--- config.mk ---
export PLATFORM = sky130hd
export DESIGN_NAME = array_max_priority_queue
export DESIGN_NICKNAME = d
export VERILOG_FILES = /design/src/hw/rtl/ampq_pkg.sv /design/src/hw/rtl/array_max_priority_queue.sv /design/src/hw/rtl/ampq_ram.sv /design/src/hw/rtl/ampq_scan.sv /design/src/hw/rtl/ampq_engine.sv
export VERILOG_INCLUDE_DIRS = /design/src /design/src/hw/rtl
export SDC_FILE = /design/constraint.sdc
export NUM_CORES = 1
export LEC_CHECK = 0
export BUFFER_PORTS_ARGS = -buffer_cell sky130_fd_sc_hd__buf_2
export CAP_MARGIN = 40
export CELL_PAD_IN_SITES_DETAIL_PLACEMENT = 0
export CELL_PAD_IN_SITES_GLOBAL_PLACEMENT = 1
export CORE_ASPECT_RATIO = 0.8
export CORE_MARGIN = 2
export CORE_UTILIZATION = 47
export CTS_CLUSTER_SIZE = 24
export DETAILED_ROUTE_END_ITERATION = 7
export HOLD_SLACK_MARGIN = 0.08
export PLACE_DENSITY_LB_ADDON = 0.25
export SLEW_MARGIN = 30
export SYNTH_ARGS = -nofsm -noshare
export SYNTH_HDL_FRONTEND = slang
export SYNTH_SLANG_ARGS = --single-unit
--- constraint.sdc ---
create_clock -name clock -period 5.55 [get_ports clock]
set_clock_uncertainty 0.2 [all_clocks]
set_input_delay 0.555 -clock clock [delete_from_list [all_inputs] [get_ports clock]]
set_output_delay 0.555 -clock clock [all_outputs]
set_load 0.01 [all_outputs]
--- src/hw/rtl/array_max_priority_queue_macros.svh ---
// Assertion macros of the priority queue top level
`ifndef ARRAY_MAX_PRIORITY_QUEUE_MACROS_SVH
`define ARRAY_MAX_PRIORITY_QUEUE_MACROS_SVH

// Check a consequence in the same cycle as its antecedent
`define AMPQ_ASSERT_NOW(label, clk, rst, ante, cons, msg) \
   label: assert property (@(posedge clk) disable iff (rst) (ante) |-> (cons)) \
      else $error(msg);

// Check a consequence in the cycle after its antecedent
`define AMPQ_ASSERT_NEXT(label, clk, rst, ante, cons, msg) \
   label: assert property (@(posedge clk) disable iff (rst) (ante) |=> (cons)) \
      else $error(msg);

`endif

--- src/hw/rtl/ampq_pkg.sv ---
// Shared constants and types of the array max priority queue
`timescale 1ns / 1ps

package ampq_pkg;

   // Default sizing
   localparam int CAPACITY_DEF  = 16;
   localparam int KEY_WIDTH_DEF = 32;

   // Fixed field widths of the channels
   localparam int VALUE_W  = 32;
   localparam int COUNT_W  = 5;
   localparam int MODE_W   = 2;
   localparam int STATUS_W = 2;

   // Request modes
   localparam logic [MODE_W-1:0] MODE_INSERT = 2'd0;
   localparam logic [MODE_W-1:0] MODE_REMOVE = 2'd1;
   localparam logic [MODE_W-1:0] MODE_CLEAR  = 2'd2;
   localparam logic [MODE_W-1:0] MODE_NOP    = 2'd3;

   // Response status codes
   localparam logic [STATUS_W-1:0] STAT_OK    = 2'd0;
   localparam logic [STATUS_W-1:0] STAT_FULL  = 2'd1;
   localparam logic [STATUS_W-1:0] STAT_EMPTY = 2'd2;

   // One response as it leaves the engine
   typedef struct packed {
      logic [VALUE_W-1:0]  top_value;
      logic [COUNT_W-1:0]  held_count;
      logic [STATUS_W-1:0] status;
   } ampq_result_type;

   // Controls from the engine to the maximum tracker
   typedef struct packed {
      logic start;
      logic scan_hit;
      logic shift_hit;
   } ampq_scan_ctl_type;

endpackage

--- src/hw/rtl/array_max_priority_queue.sv ---
// Top level of the array max priority queue
//
//   channel  dir  handshake          payload
//   req      in   req_valid/stall    req_mode, req_value
//   rsp      out  rsp_valid/stall    rsp_top_value, rsp_held_count, rsp_status
//
// Insert, clear, no-op and remove on an empty queue finish in the cycle the request
// is taken. A remove scans the held keys for the maximum, seeks to the slot behind it,
// then shifts the keys behind it down one slot, all through the one read port of the
// key memory.
// Reset empties the queue at once through the held count; no memory sweep is needed.
// A response waits in the output register while rsp_stall is high; one more request
// may complete behind it and holds in the engine.
`timescale 1ns / 1ps

`include "array_max_priority_queue_macros.svh"

module array_max_priority_queue
   import ampq_pkg::*;
#(
   parameter int CAPACITY  = CAPACITY_DEF,
   parameter int KEY_WIDTH = KEY_WIDTH_DEF
) (
   input  logic                clock,
   input  logic                reset,
   input  logic                req_valid,
   output logic                req_stall,
   input  logic [MODE_W-1:0]   req_mode,
   input  logic [VALUE_W-1:0]  req_value,
   output logic                rsp_valid,
   input  logic                rsp_stall,
   output logic [VALUE_W-1:0]  rsp_top_value,
   output logic [COUNT_W-1:0]  rsp_held_count,
   output logic [STATUS_W-1:0] rsp_status
);

   localparam int AW = $clog2(CAPACITY);

   logic                 mem_wr_en;
   logic [AW-1:0]        mem_wr_addr;
   logic [KEY_WIDTH-1:0] mem_wr_data;
   logic                 mem_rd_en;
   logic [AW-1:0]        mem_rd_addr;
   logic [KEY_WIDTH-1:0] mem_rd_data;
   logic                 out_free;
   logic                 res_push;
   ampq_result_type      res;

   logic                 rsp_valid_ff, rsp_valid_in;
   ampq_result_type      rsp_ff;

   ampq_ram #(
      .WIDTH (KEY_WIDTH),
      .DEPTH (CAPACITY)
   ) u_key_ram (
      .clock   (clock),
      .wr_en   (mem_wr_en),
      .wr_addr (mem_wr_addr),
      .wr_data (mem_wr_data),
      .rd_en   (mem_rd_en),
      .rd_addr (mem_rd_addr),
      .rd_data (mem_rd_data)
   );

   ampq_engine #(
      .CAPACITY  (CAPACITY),
      .KEY_WIDTH (KEY_WIDTH)
   ) u_engine (
      .clock       (clock),
      .reset       (reset),
      .req_valid   (req_valid),
      .req_stall   (req_stall),
      .req_mode    (req_mode),
      .req_value   (req_value),
      .mem_wr_en   (mem_wr_en),
      .mem_wr_addr (mem_wr_addr),
      .mem_wr_data (mem_wr_data),
      .mem_rd_en   (mem_rd_en),
      .mem_rd_addr (mem_rd_addr),
      .mem_rd_data (mem_rd_data),
      .out_free    (out_free),
      .res_push    (res_push),
      .res         (res)
   );

   // Output register frees when empty or when its response is taken
   assign out_free = !rsp_valid_ff || !rsp_stall;

   always_comb begin
      if (res_push) begin
         rsp_valid_in = 1'b1;
      end else if (!rsp_stall) begin
         rsp_valid_in = 1'b0;
      end else begin
         rsp_valid_in = rsp_valid_ff;
      end
   end

   always_ff @(posedge clock) begin
      if (reset) begin
         rsp_valid_ff <= 1'b0;
      end else begin
         rsp_valid_ff <= rsp_valid_in;
      end
   end

   // Load the response payload
   always_ff @(posedge clock) begin
      if (res_push) begin
         rsp_ff <= res;
      end
   end

   assign rsp_valid      = rsp_valid_ff;
   assign rsp_top_value  = rsp_ff.top_value;
   assign rsp_held_count = rsp_ff.held_count;
   assign rsp_status     = rsp_ff.status;

   // A dropped insert only happens with every slot taken
   `AMPQ_ASSERT_NOW(a_full_count, clock, reset, rsp_valid_ff && rsp_status == STAT_FULL, rsp_held_count == COUNT_W'(CAPACITY), "full status with a free slot")

   // A remove on an empty queue reports an empty queue
   `AMPQ_ASSERT_NOW(a_empty_zero, clock, reset, rsp_valid_ff && rsp_status == STAT_EMPTY, rsp_held_count == '0 && rsp_top_value == '0, "empty status with keys held")

   // A clear taken with the output free shows an empty queue next cycle
   `AMPQ_ASSERT_NEXT(a_clear_resp, clock, reset, req_valid && !req_stall && req_mode == MODE_CLEAR && out_free, rsp_valid_ff && rsp_held_count == '0 && rsp_top_value == '0 && rsp_status == STAT_OK, "clear did not empty the queue")

endmodule

--- src/hw/rtl/ampq_ram.sv ---
// Generic single-port-write, registered-read RAM
`timescale 1ns / 1ps

module ampq_ram #(
   parameter int WIDTH = 32,
   parameter int DEPTH = 16
) (
   input  logic                     clock,
   input  logic                     wr_en,
   input  logic [$clog2(DEPTH)-1:0] wr_addr,
   input  logic [WIDTH-1:0]         wr_data,
   input  logic                     rd_en,
   input  logic [$clog2(DEPTH)-1:0] rd_addr,
   output logic [WIDTH-1:0]         rd_data
);

   logic [WIDTH-1:0] mem [DEPTH];
   logic [WIDTH-1:0] rd_data_ff;

   // Write port
   always_ff @(posedge clock) begin
      if (wr_en) begin
         mem[wr_addr] <= wr_data;
      end
   end

   // Registered read port
   always_ff @(posedge clock) begin
      if (rd_en) begin
         rd_data_ff <= mem[rd_addr];
      end
   end

   assign rd_data = rd_data_ff;

endmodule

--- src/hw/rtl/ampq_scan.sv ---
// Tracker of the earliest largest key and of the highest key left after removal
`timescale 1ns / 1ps

module ampq_scan
   import ampq_pkg::*;
#(
   parameter int ADDR_W    = 4,
   parameter int KEY_WIDTH = KEY_WIDTH_DEF
) (
   input  logic                 clock,
   input  ampq_scan_ctl_type    ctl,
   input  logic [ADDR_W-1:0]    data_idx,
   input  logic [KEY_WIDTH-1:0] data,
   output logic [ADDR_W-1:0]    best_idx,
   output logic [KEY_WIDTH-1:0] new_top
);

   logic [ADDR_W-1:0]    best_idx_ff;
   logic [KEY_WIDTH-1:0] best_val_ff;
   logic [KEY_WIDTH-1:0] prefix_max_ff;
   logic [KEY_WIDTH-1:0] shift_max_ff;
   logic                 first;

   assign first = (data_idx == '0);

   // Track the earliest maximum; the old best is the largest key in front of the new one
   always_ff @(posedge clock) begin
      if (ctl.scan_hit && (first || data > best_val_ff)) begin
         prefix_max_ff <= first ? '0 : best_val_ff;
         best_val_ff   <= data;
         best_idx_ff   <= data_idx;
      end
   end

   // Track the largest key behind the removed one while it shifts down
   always_ff @(posedge clock) begin
      if (ctl.start) begin
         shift_max_ff <= '0;
      end else if (ctl.shift_hit && data > shift_max_ff) begin
         shift_max_ff <= data;
      end
   end

   assign best_idx = best_idx_ff;
   assign new_top  = (prefix_max_ff > shift_max_ff) ? prefix_max_ff : shift_max_ff;

endmodule

--- src/hw/rtl/ampq_engine.sv ---
// Sequencer that runs insert, remove and clear against the key memory
`timescale 1ns / 1ps

module ampq_engine
   import ampq_pkg::*;
#(
   parameter int CAPACITY  = CAPACITY_DEF,
   parameter int KEY_WIDTH = KEY_WIDTH_DEF
) (
   input  logic                        clock,
   input  logic                        reset,
   input  logic                        req_valid,
   output logic                        req_stall,
   input  logic [MODE_W-1:0]           req_mode,
   input  logic [VALUE_W-1:0]          req_value,
   output logic                        mem_wr_en,
   output logic [$clog2(CAPACITY)-1:0] mem_wr_addr,
   output logic [KEY_WIDTH-1:0]        mem_wr_data,
   output logic                        mem_rd_en,
   output logic [$clog2(CAPACITY)-1:0] mem_rd_addr,
   input  logic [KEY_WIDTH-1:0]        mem_rd_data,
   input  logic                        out_free,
   output logic                        res_push,
   output ampq_result_type             res
);

   localparam int AW = $clog2(CAPACITY);
   localparam int OW = $clog2(CAPACITY + 1);

   typedef enum logic [4:0] {
      S_IDLE   = 5'b00001,
      S_SCAN   = 5'b00010,
      S_SEEK   = 5'b00100,
      S_SHIFT  = 5'b01000,
      S_RESULT = 5'b10000
   } state_type;

   state_type            state_ff, state_in;
   logic [OW-1:0]        occ_ff, occ_in;
   logic [KEY_WIDTH-1:0] top_ff, top_in;
   logic [OW-1:0]        rd_cnt_ff, rd_cnt_in;
   logic                 data_valid_ff;
   logic [AW-1:0]        data_idx_ff;
   ampq_result_type      res_hold_ff, res_hold_in;

   ampq_scan_ctl_type    scan_ctl;
   logic [AW-1:0]        best_idx;
   logic [KEY_WIDTH-1:0] new_top;

   logic [63:0]          value_wide;
   logic [KEY_WIDTH-1:0] key;
   logic [63:0]          top_wide;
   logic [31:0]          occ_wide;
   logic                 done;
   logic [STATUS_W-1:0]  status;
   ampq_result_type      res_now;

   // Mask the request value to the key width
   assign value_wide = 64'(req_value);
   assign key        = value_wide[KEY_WIDTH-1:0];

   ampq_scan #(
      .ADDR_W    (AW),
      .KEY_WIDTH (KEY_WIDTH)
   ) u_scan (
      .clock    (clock),
      .ctl      (scan_ctl),
      .data_idx (data_idx_ff),
      .data     (mem_rd_data),
      .best_idx (best_idx),
      .new_top  (new_top)
   );

   // Sequence the operation
   always_comb begin
      state_in    = state_ff;
      occ_in      = occ_ff;
      top_in      = top_ff;
      rd_cnt_in   = rd_cnt_ff;
      res_hold_in = res_hold_ff;
      mem_rd_en   = 1'b0;
      mem_rd_addr = rd_cnt_ff[AW-1:0];
      mem_wr_en   = 1'b0;
      mem_wr_addr = occ_ff[AW-1:0];
      mem_wr_data = key;
      scan_ctl    = '0;
      done        = 1'b0;
      status      = STAT_OK;
      res_push    = 1'b0;
      req_stall   = (state_ff != S_IDLE);

      unique case (state_ff)
         S_IDLE: begin
            if (req_valid) begin
               unique case (req_mode)
                  MODE_INSERT: begin
                     done = 1'b1;
                     if (key != '0) begin
                        if (occ_ff >= OW'(CAPACITY)) begin
                           status = STAT_FULL;
                        end else begin
                           mem_wr_en = 1'b1;
                           occ_in    = occ_ff + OW'(1);
                           top_in    = (key > top_ff) ? key : top_ff;
                        end
                     end
                  end
                  MODE_REMOVE: begin
                     if (occ_ff == '0) begin
                        done   = 1'b1;
                        status = STAT_EMPTY;
                     end else begin
                        // Start the scan at slot zero
                        mem_rd_en      = 1'b1;
                        mem_rd_addr    = '0;
                        rd_cnt_in      = OW'(1);
                        scan_ctl.start = 1'b1;
                        state_in       = S_SCAN;
                     end
                  end
                  MODE_CLEAR: begin
                     done   = 1'b1;
                     occ_in = '0;
                     top_in = '0;
                  end
                  MODE_NOP: begin
                     done = 1'b1;
                  end
                  default: begin
                     done = 1'b1;
                  end
               endcase
            end
         end
         S_SCAN: begin
            scan_ctl.scan_hit = data_valid_ff;
            if (rd_cnt_ff < occ_ff) begin
               mem_rd_en = 1'b1;
               rd_cnt_in = rd_cnt_ff + OW'(1);
            end
            if (data_valid_ff && OW'(data_idx_ff) == occ_ff - OW'(1)) begin
               state_in = S_SEEK;
            end
         end
         S_SEEK: begin
            // Resume reading just behind the removed slot
            rd_cnt_in = OW'(best_idx) + OW'(1);
            state_in  = S_SHIFT;
         end
         S_SHIFT: begin
            scan_ctl.shift_hit = data_valid_ff;
            if (data_valid_ff) begin
               mem_wr_en   = 1'b1;
               mem_wr_addr = data_idx_ff - AW'(1);
               mem_wr_data = mem_rd_data;
            end
            if (rd_cnt_ff < occ_ff) begin
               mem_rd_en = 1'b1;
               rd_cnt_in = rd_cnt_ff + OW'(1);
            end else if (!data_valid_ff) begin
               done   = 1'b1;
               occ_in = occ_ff - OW'(1);
               top_in = new_top;
            end
         end
         S_RESULT: begin
            res_push = out_free;
            if (out_free) begin
               state_in = S_IDLE;
            end
         end
         default: begin
            state_in = S_IDLE;
         end
      endcase

      // Hand over the finished response, or hold it until the output frees
      if (done) begin
         if (out_free) begin
            res_push = 1'b1;
            state_in = S_IDLE;
         end else begin
            res_hold_in = res_now;
            state_in    = S_RESULT;
         end
      end
   end

   // Build the response from the updated state
   always_comb begin
      top_wide           = 64'(top_in);
      occ_wide           = 32'(occ_in);
      res_now.top_value  = top_wide[VALUE_W-1:0];
      res_now.held_count = occ_wide[COUNT_W-1:0];
      res_now.status     = status;
   end

   assign res = (state_ff == S_RESULT) ? res_hold_ff : res_now;

   // Control state
   always_ff @(posedge clock) begin
      if (reset) begin
         state_ff      <= S_IDLE;
         occ_ff        <= '0;
         top_ff        <= '0;
         data_valid_ff <= 1'b0;
      end else begin
         state_ff      <= state_in;
         occ_ff        <= occ_in;
         top_ff        <= top_in;
         data_valid_ff <= mem_rd_en;
      end
   end

   // Read pointer, returning index and held response
   always_ff @(posedge clock) begin
      rd_cnt_ff   <= rd_cnt_in;
      data_idx_ff <= mem_rd_addr;
      res_hold_ff <= res_hold_in;
   end

endmodule
After elaboration in Yosys (flattened, before gate mapping)
Memories as Yosys holds them, arrays and structs flattened. A register that Yosys moved wholly into a read port is not among the register bits. Index checks and enable logic that the tools add are counted.

Memories kept: 1. Logic and storage cells: 139. Bits in writable memories: 512. Output and inout port bits: 41. Flip-flop bits (word level): 231.

Memories: u_key_ram.mem (words 16, bits a word 32, rd ports 1, clocked after memory_dff 1, wr ports 1, line ampq_ram.sv:17) `logic [WIDTH-1:0] mem [DEPTH];`.

Add/subtract/negate cells: 5. Order comparisons: 6. Reduce and logical (&&, ||, !) cells: 17. Bitwise gates (word level): 1. Mux-type cells: 71. Eq/ne operators: 21.

Operators with widths (number): $mux W32 (9); $gt A32 B32 Y1 (4); $pmux W32 S2 (2); $mux W5 (16); $mux W39 (1); $reduce_bool A32 Y1 (1); $pmux W5 S5 (1); $mux W1 (24); $mux W4 (6); $pmux W5 S2 (2); $pmux W5 S3 (1); $add A5 B1 Y5 const B (2); $ne A3 B2 Y1 const B (3); $mux W2 (4); $pmux W1 S2 (4); $ne A2 B1 Y1 const B (3); $ne A2 B2 Y1 const B (3); $ne A3 B1 Y1 const B (2); $reduce_and A6 Y1 (1); $add A4 B1 Y5 const B (1); $eq A4 B5 Y1 (1); $eq A5 B1 Y1 const B (1); $eq A5 B2 Y1 const B (1); $eq A5 B3 Y1 const B (1); 22 further kinds (27).

Logic depth before layout (Yosys ltp)
Depth in word-level cells: 8. Gate-level depth with buffers: 14. Mapped depth without buffers: 10.

Modules after synthesis
Synthesis repeated with hierarchy kept, for this count alone.

Cells, all modules: 2301. Area, all modules: 34358.0 um^2.

By module, submodules not included: ampq_ram (area an instance 20155.6 um^2, cells an instance 838, instances 1); ampq_engine (area an instance 6616.3 um^2, cells an instance 834, instances 1); ampq_scan (area an instance 6382.4 um^2, cells an instance 586, instances 1); array_max_priority_queue (area an instance 1203.7 um^2, cells an instance 43, instances 1).

Least setup slack after synthesis
Ideal clock, no wire load.

Kind: register -> register. From: register u_key_ram.rd_data_ff[17] (netlist: u_key_ram.rd_data[17]), read port of u_key_ram.mem. To: register u_engine.u_scan.best_idx_ff[0] (netlist: u_engine.u_scan.best_idx[0]), enable pin. Stages on the path, launching flop included: 10. Required time: 4.833 ns. Setup time: 0.517 ns. Setup slack: -0.052 ns. Arrival time: 4.885 ns. Clock period less this slack: 5.602 ns. Cells stage by stage: edfxtp_1 ha_1 a21o_1 a21o_1 a21oi_1 o21ai_0 a21o_1 a21oi_1 or3_1 a21oi_1.

Word-level cells in the longest chain between the ends: 3.

RTL lines: start, declared (line ampq_ram.sv:18) `logic [WIDTH-1:0] rd_data_ff;`; $gt A32 B32 Y1 (line ampq_scan.sv:28) `if (ctl.scan_hit && (first || data > best_val_ff)) begin`; $logic_or A1 B1 Y1 (line ampq_scan.sv:28); $logic_and A1 B1 Y1 (line ampq_scan.sv:28); end signal, assigned (line ampq_scan.sv:31) `best_idx_ff <= data_idx;`; end, declared (line ampq_scan.sv:18) `logic [ADDR_W-1:0] best_idx_ff;`.

No other way between the ends. A chain may end at the register's enable or synchronous reset.

Worst setup path after layout
From: register u_engine.state_ff[2]. To: memory u_key_ram.mem[11][10], enable pin.

Word-level cells in the longest chain between the ends: 4.

RTL lines: start, declared (line ampq_engine.sv:38) `state_type state_ff, state_in;`; start signal, assigned (line ampq_engine.sv:208) `state_ff <= state_in;`; $eq A5 B4 Y1 / $eq A5 B1 Y1 (equally long branches) (line ampq_engine.sv:92) `unique case (state_ff)`; $pmux W1 S2 (line ampq_engine.sv:92); $mux W1 (line ampq_ram.sv:22) `if (wr_en) begin`; $mux W1 (implied by the code) (line ampq_ram.sv:23) `mem[wr_addr] <= wr_data;`; end, declared (line ampq_ram.sv:17).

Several ways; a longest one is shown, not always the timed one.

==> impl_metrics.py <==
metrics = {
    "outcome": {
        "status": "completed",
    },
    "floorplanning": {
        "ioPinCount": 79,
        "core-area_um2": 73900,
        "rows": 89,
        "die_y_um": 249,
        "start_util": 0.476,
        "dieArea_um2": 77000,
        "die_w_um": 310,
    },
    "detailed_routing": {
        "drt-pass1-iter-count": 5,
        "drtAntennaViolNets": 0,
        "drt_wl_total_um": 93400,
        "wl_per_cell_um": 24.8,
        "wl_met1_um": 42300,
        "vias": 22896,
        "met2_length_um": 41700,
        "remaining_drc_errors": 0,
        "drt-initial-drc-count": 2213,
        "wl_met3_um": 6750,
        "via_per_inst": 6.07,
        "top_layer": "met4",
    },
    "cts": {
        "cts.sinks": 775,
        "numCtsBuffers": 77,
        "cts_hold_buffers": 3,
        "clkTransAtPathRegs_ns": 0.06,
        "max-clock-path-buffers": 3,
        "clkLatencyLatePin_ns": 0.64,
        "tritoncts": "done",
        "postCtsSetupBuffers": 0,
        "cts_resized": 0,
        "clock-root-buffer": "clkbuf_16",
        "htreeDepth": 3,
    },
    "yosys": {
        "synth_top_area_frac": 0.594,
        "syn_area_per_cell_um2": 13.3,
        "yosys_most_used_dff": "edfxtp_1",
        "synth_common_cells": "edfxtp_1 (695), mux2_2 (202), a21oi_1 (197)",
        "async_reset_ff_frac": 0,
        "yosys.area.top_type": "edfxtp_1",
        "yosys_warnings": 0,
        "ys_seq_area_frac": 0.639,
        "synth.ff_latch_count": 775,
        "synth.most_common_cell": "edfxtp_1",
        "synth_area_leaders": "edfxtp_1 (59%), mux2_2 (6.5%), ha_1 (4.9%)",
        "netlist_instances": 2640,
        "synth_area_um2": 35200,
        "synth_edf_count": 695,
        "syn_nets": 2815,
        "netlist-cell-type-count": 74,
    },
    "finish": {
        "antenna-diode-count": 0,
        "synthToLayoutAreaGrowth_pct": 11.8,
        "fillers": 6172,
        "stdcell_area_um2": 39300,
        "drive_above_1_share": 0.180,
        "nets": 2883,
    },
    "critical_path": {
        "crit_required_ns": 5.66,
        "critPathLaunch": "u_engine.state_ff[2]$_SDFFE_PP0P_",
        "r2r_start": "u_engine.state_ff[2]$_SDFFE_PP0P_",
        "worstSetupStartpointType": "flop",
        "rr_worst_depth": 9,
        "arrival_ns": 4.58,
        "cp_max_fo": 35,
        "end_kind": "flop",
        "reg2reg_to": "u_key_ram.mem[11][10]$_DFFE_PP_",
        "crit_type": "flop to flop",
        "ff2ff_setup_slack_ns": 1.09,
        "crit_end": "u_key_ram.mem[11][10]$_DFFE_PP_",
    },
    "placement": {
        "placed_area_um2": 36900,
        "place_congestion": 0.841,
        "dp_hpwl_um": 59600,
        "port_buffers": 78,
    },
    "power": {
        "power_density_nw_per_um2": 349,
        "p_leak_nw": 13.7,
        "irDropWorstVdd_mv": 0.265,
    },
    "run": {
        "maxCapViolCount": 0,
    },
    "global_route": {
        "grt-ovfl-total": 0,
        "antenna_found_initial": 1,
        "grt_pass1_wl_um": 140000,
        "grt_pass1_vias": 22283,
        "grt_usage": 0.240,
        "grt_max_degree": 147,
    },
    "sta": {
        "finalMaxSlewViolations": 0,
        "finalHoldViolCount": 0,
        "tightest_slew_ns": 1.05,
        "setup_violations": 0,
        "fmax_ghz": 0.224,
        "finalCriticalPeriod_ns": 4.46,
        "layout_worst_path_cycle_share": 0.804,
        "slew_headroom": 0.297,
        "grt_setup_unrepaired": "no",
        "tns_ns": 0,
    },
    "worst_hold_path": {
        "hold_class": "input port to flop",
    },
}
report_power, final:
part	switching, W	internal (W)	total, W
logic	0.00123	0.000772	0.00200
clock network	0.00220	0.00280	0.00500
registers	0.000158	0.00658	0.00673
total	0.00359	0.0101	0.0137
final cells by class:
cell class                 count  area [um^2]  area share
timing repair buffer         150         1090      0.0276
inverter                     117          439      0.0112
sequential                   775        22500       0.571
tap                         1001         1250      0.0318
clock inverter                40          297     0.00754
clock buffer                  99         2080      0.0529
multi-input combinational   1587        11700       0.297
worst min path at each step:
stage | from | to | slack (ns) | cells after the start
2_1_floorplan | u_engine.data_idx_ff[2]$_DFF_P_ | u_engine.u_scan.best_idx[2]$_DFFE_PP_ | 0.21 | 0
3_3_place_gp | u_engine.u_scan.shift_max_ff[21]$_SDFFE_PP0P_ | u_engine.u_scan.shift_max_ff[21]$_SDFFE_PP0P_ | 0.28 | 2
3_5_place_dp | u_engine.u_scan.shift_max_ff[4]$_SDFFE_PP0P_ | u_engine.u_scan.shift_max_ff[4]$_SDFFE_PP0P_ | 0.28 | 2
4_1_cts | rsp_stall | u_engine.state_ff[4]$_SDFFE_PP0P_ | 0.14 | 3
5_1_grt | req_value[28] | u_engine.res_hold_ff[35]$_DFFE_PP_ | 0.21 | 3
6_report | rsp_stall | u_engine.state_ff[4]$_SDFFE_PP0P_ | 0.17 | 3
flip-flops by register name (all words and copies together) (netlist names), 2 cells and up:
name	flops
u_key_ram.mem	512
u_engine.res_hold_ff	39
rsp_top_value	32
u_engine.top_ff	32
u_engine.u_scan.best_val_ff	32
u_engine.u_scan.prefix_max_ff	32
u_engine.u_scan.shift_max_ff	32
u_key_ram.rd_data	32
rsp_held_count	5
u_engine.occ_ff	5
u_engine.rd_cnt_ff	5
u_engine.state_ff	5
u_engine.data_idx_ff	4
u_engine.u_scan.best_idx	4
rsp_status	2
per-layer routing:
metal,up-vias,track usage
li1,10401,-
met1,11556,0.351
met2,794,0.361
met3,145,0.0497
met4,0,0.0719
met5,-,0
through the flow:
stage | total power, W | worst slack (ns) | utilization | instances | hold WS [ns]
after global placement | 0.00879 | 1.22 | 0.497 | 3617 | 0.276
after detailed placement | 0.00883 | 1.10 | 0.498 | 3624 | 0.276
after CTS | 0.0138 | 1.10 | 0.531 | 3766 | 0.145
after global routing | 0.0143 | 0.866 | 0.532 | 3769 | 0.213
after floorplan | 0.00817 | 1.02 | - | 2640 | 0.206
final | 0.0137 | 1.09 | 0.532 | 3769 | 0.174
cells in the final DEF, fill, tap and decap left out, types with 26 or more instances in the layout:
| cell type | n |
|---|---|
| a221oi_1 | 65 |
| nand2b_1 | 27 |
| a31oi_1 | 93 |
| o221ai_1 | 33 |
| o32ai_1 | 32 |
| nand2_1 | 153 |
| nor2b_1 | 51 |
| o22ai_1 | 26 |
| a21oi_1 | 195 |
| mux2i_1 | 56 |
| o21ai_0 | 103 |
| clkbuf_16 | 79 |
| inv_1 | 116 |
| nand3_1 | 76 |
| nand4_1 | 41 |
| mux2_2 | 202 |
| edfxtp_1 | 695 |
| buf_2 | 78 |
| buf_4 | 56 |
| nor2_1 | 96 |
| dfxtp_1 | 80 |
| ha_1 | 137 |
worst max-delay path, stage by stage, from the launching register on:
cell,delay [ns]
dfxtp_1,0.36
or3_4,0.43
nor3b_4,0.48
nand2_4,0.42
nor2_4,0.39
nand2_2,0.15
o22ai_1,0.29
nor2b_1,0.29
nor2b_4,0.72
buf_4,0.39
cells by family (layout without fill, tap and decap cells):
logic type,Yosys count,after routing,share of synthesized area
flops,775,775,0.639
xor+xnor,10,10,0.00249
mux,264,264,0.0826
buf+inv,278,406,0.0320
fa+ha+maj,137,137,0.0487
simple gates,524,524,0.0739
compound gates,652,652,0.121
(Power assumes the default switching activity.)
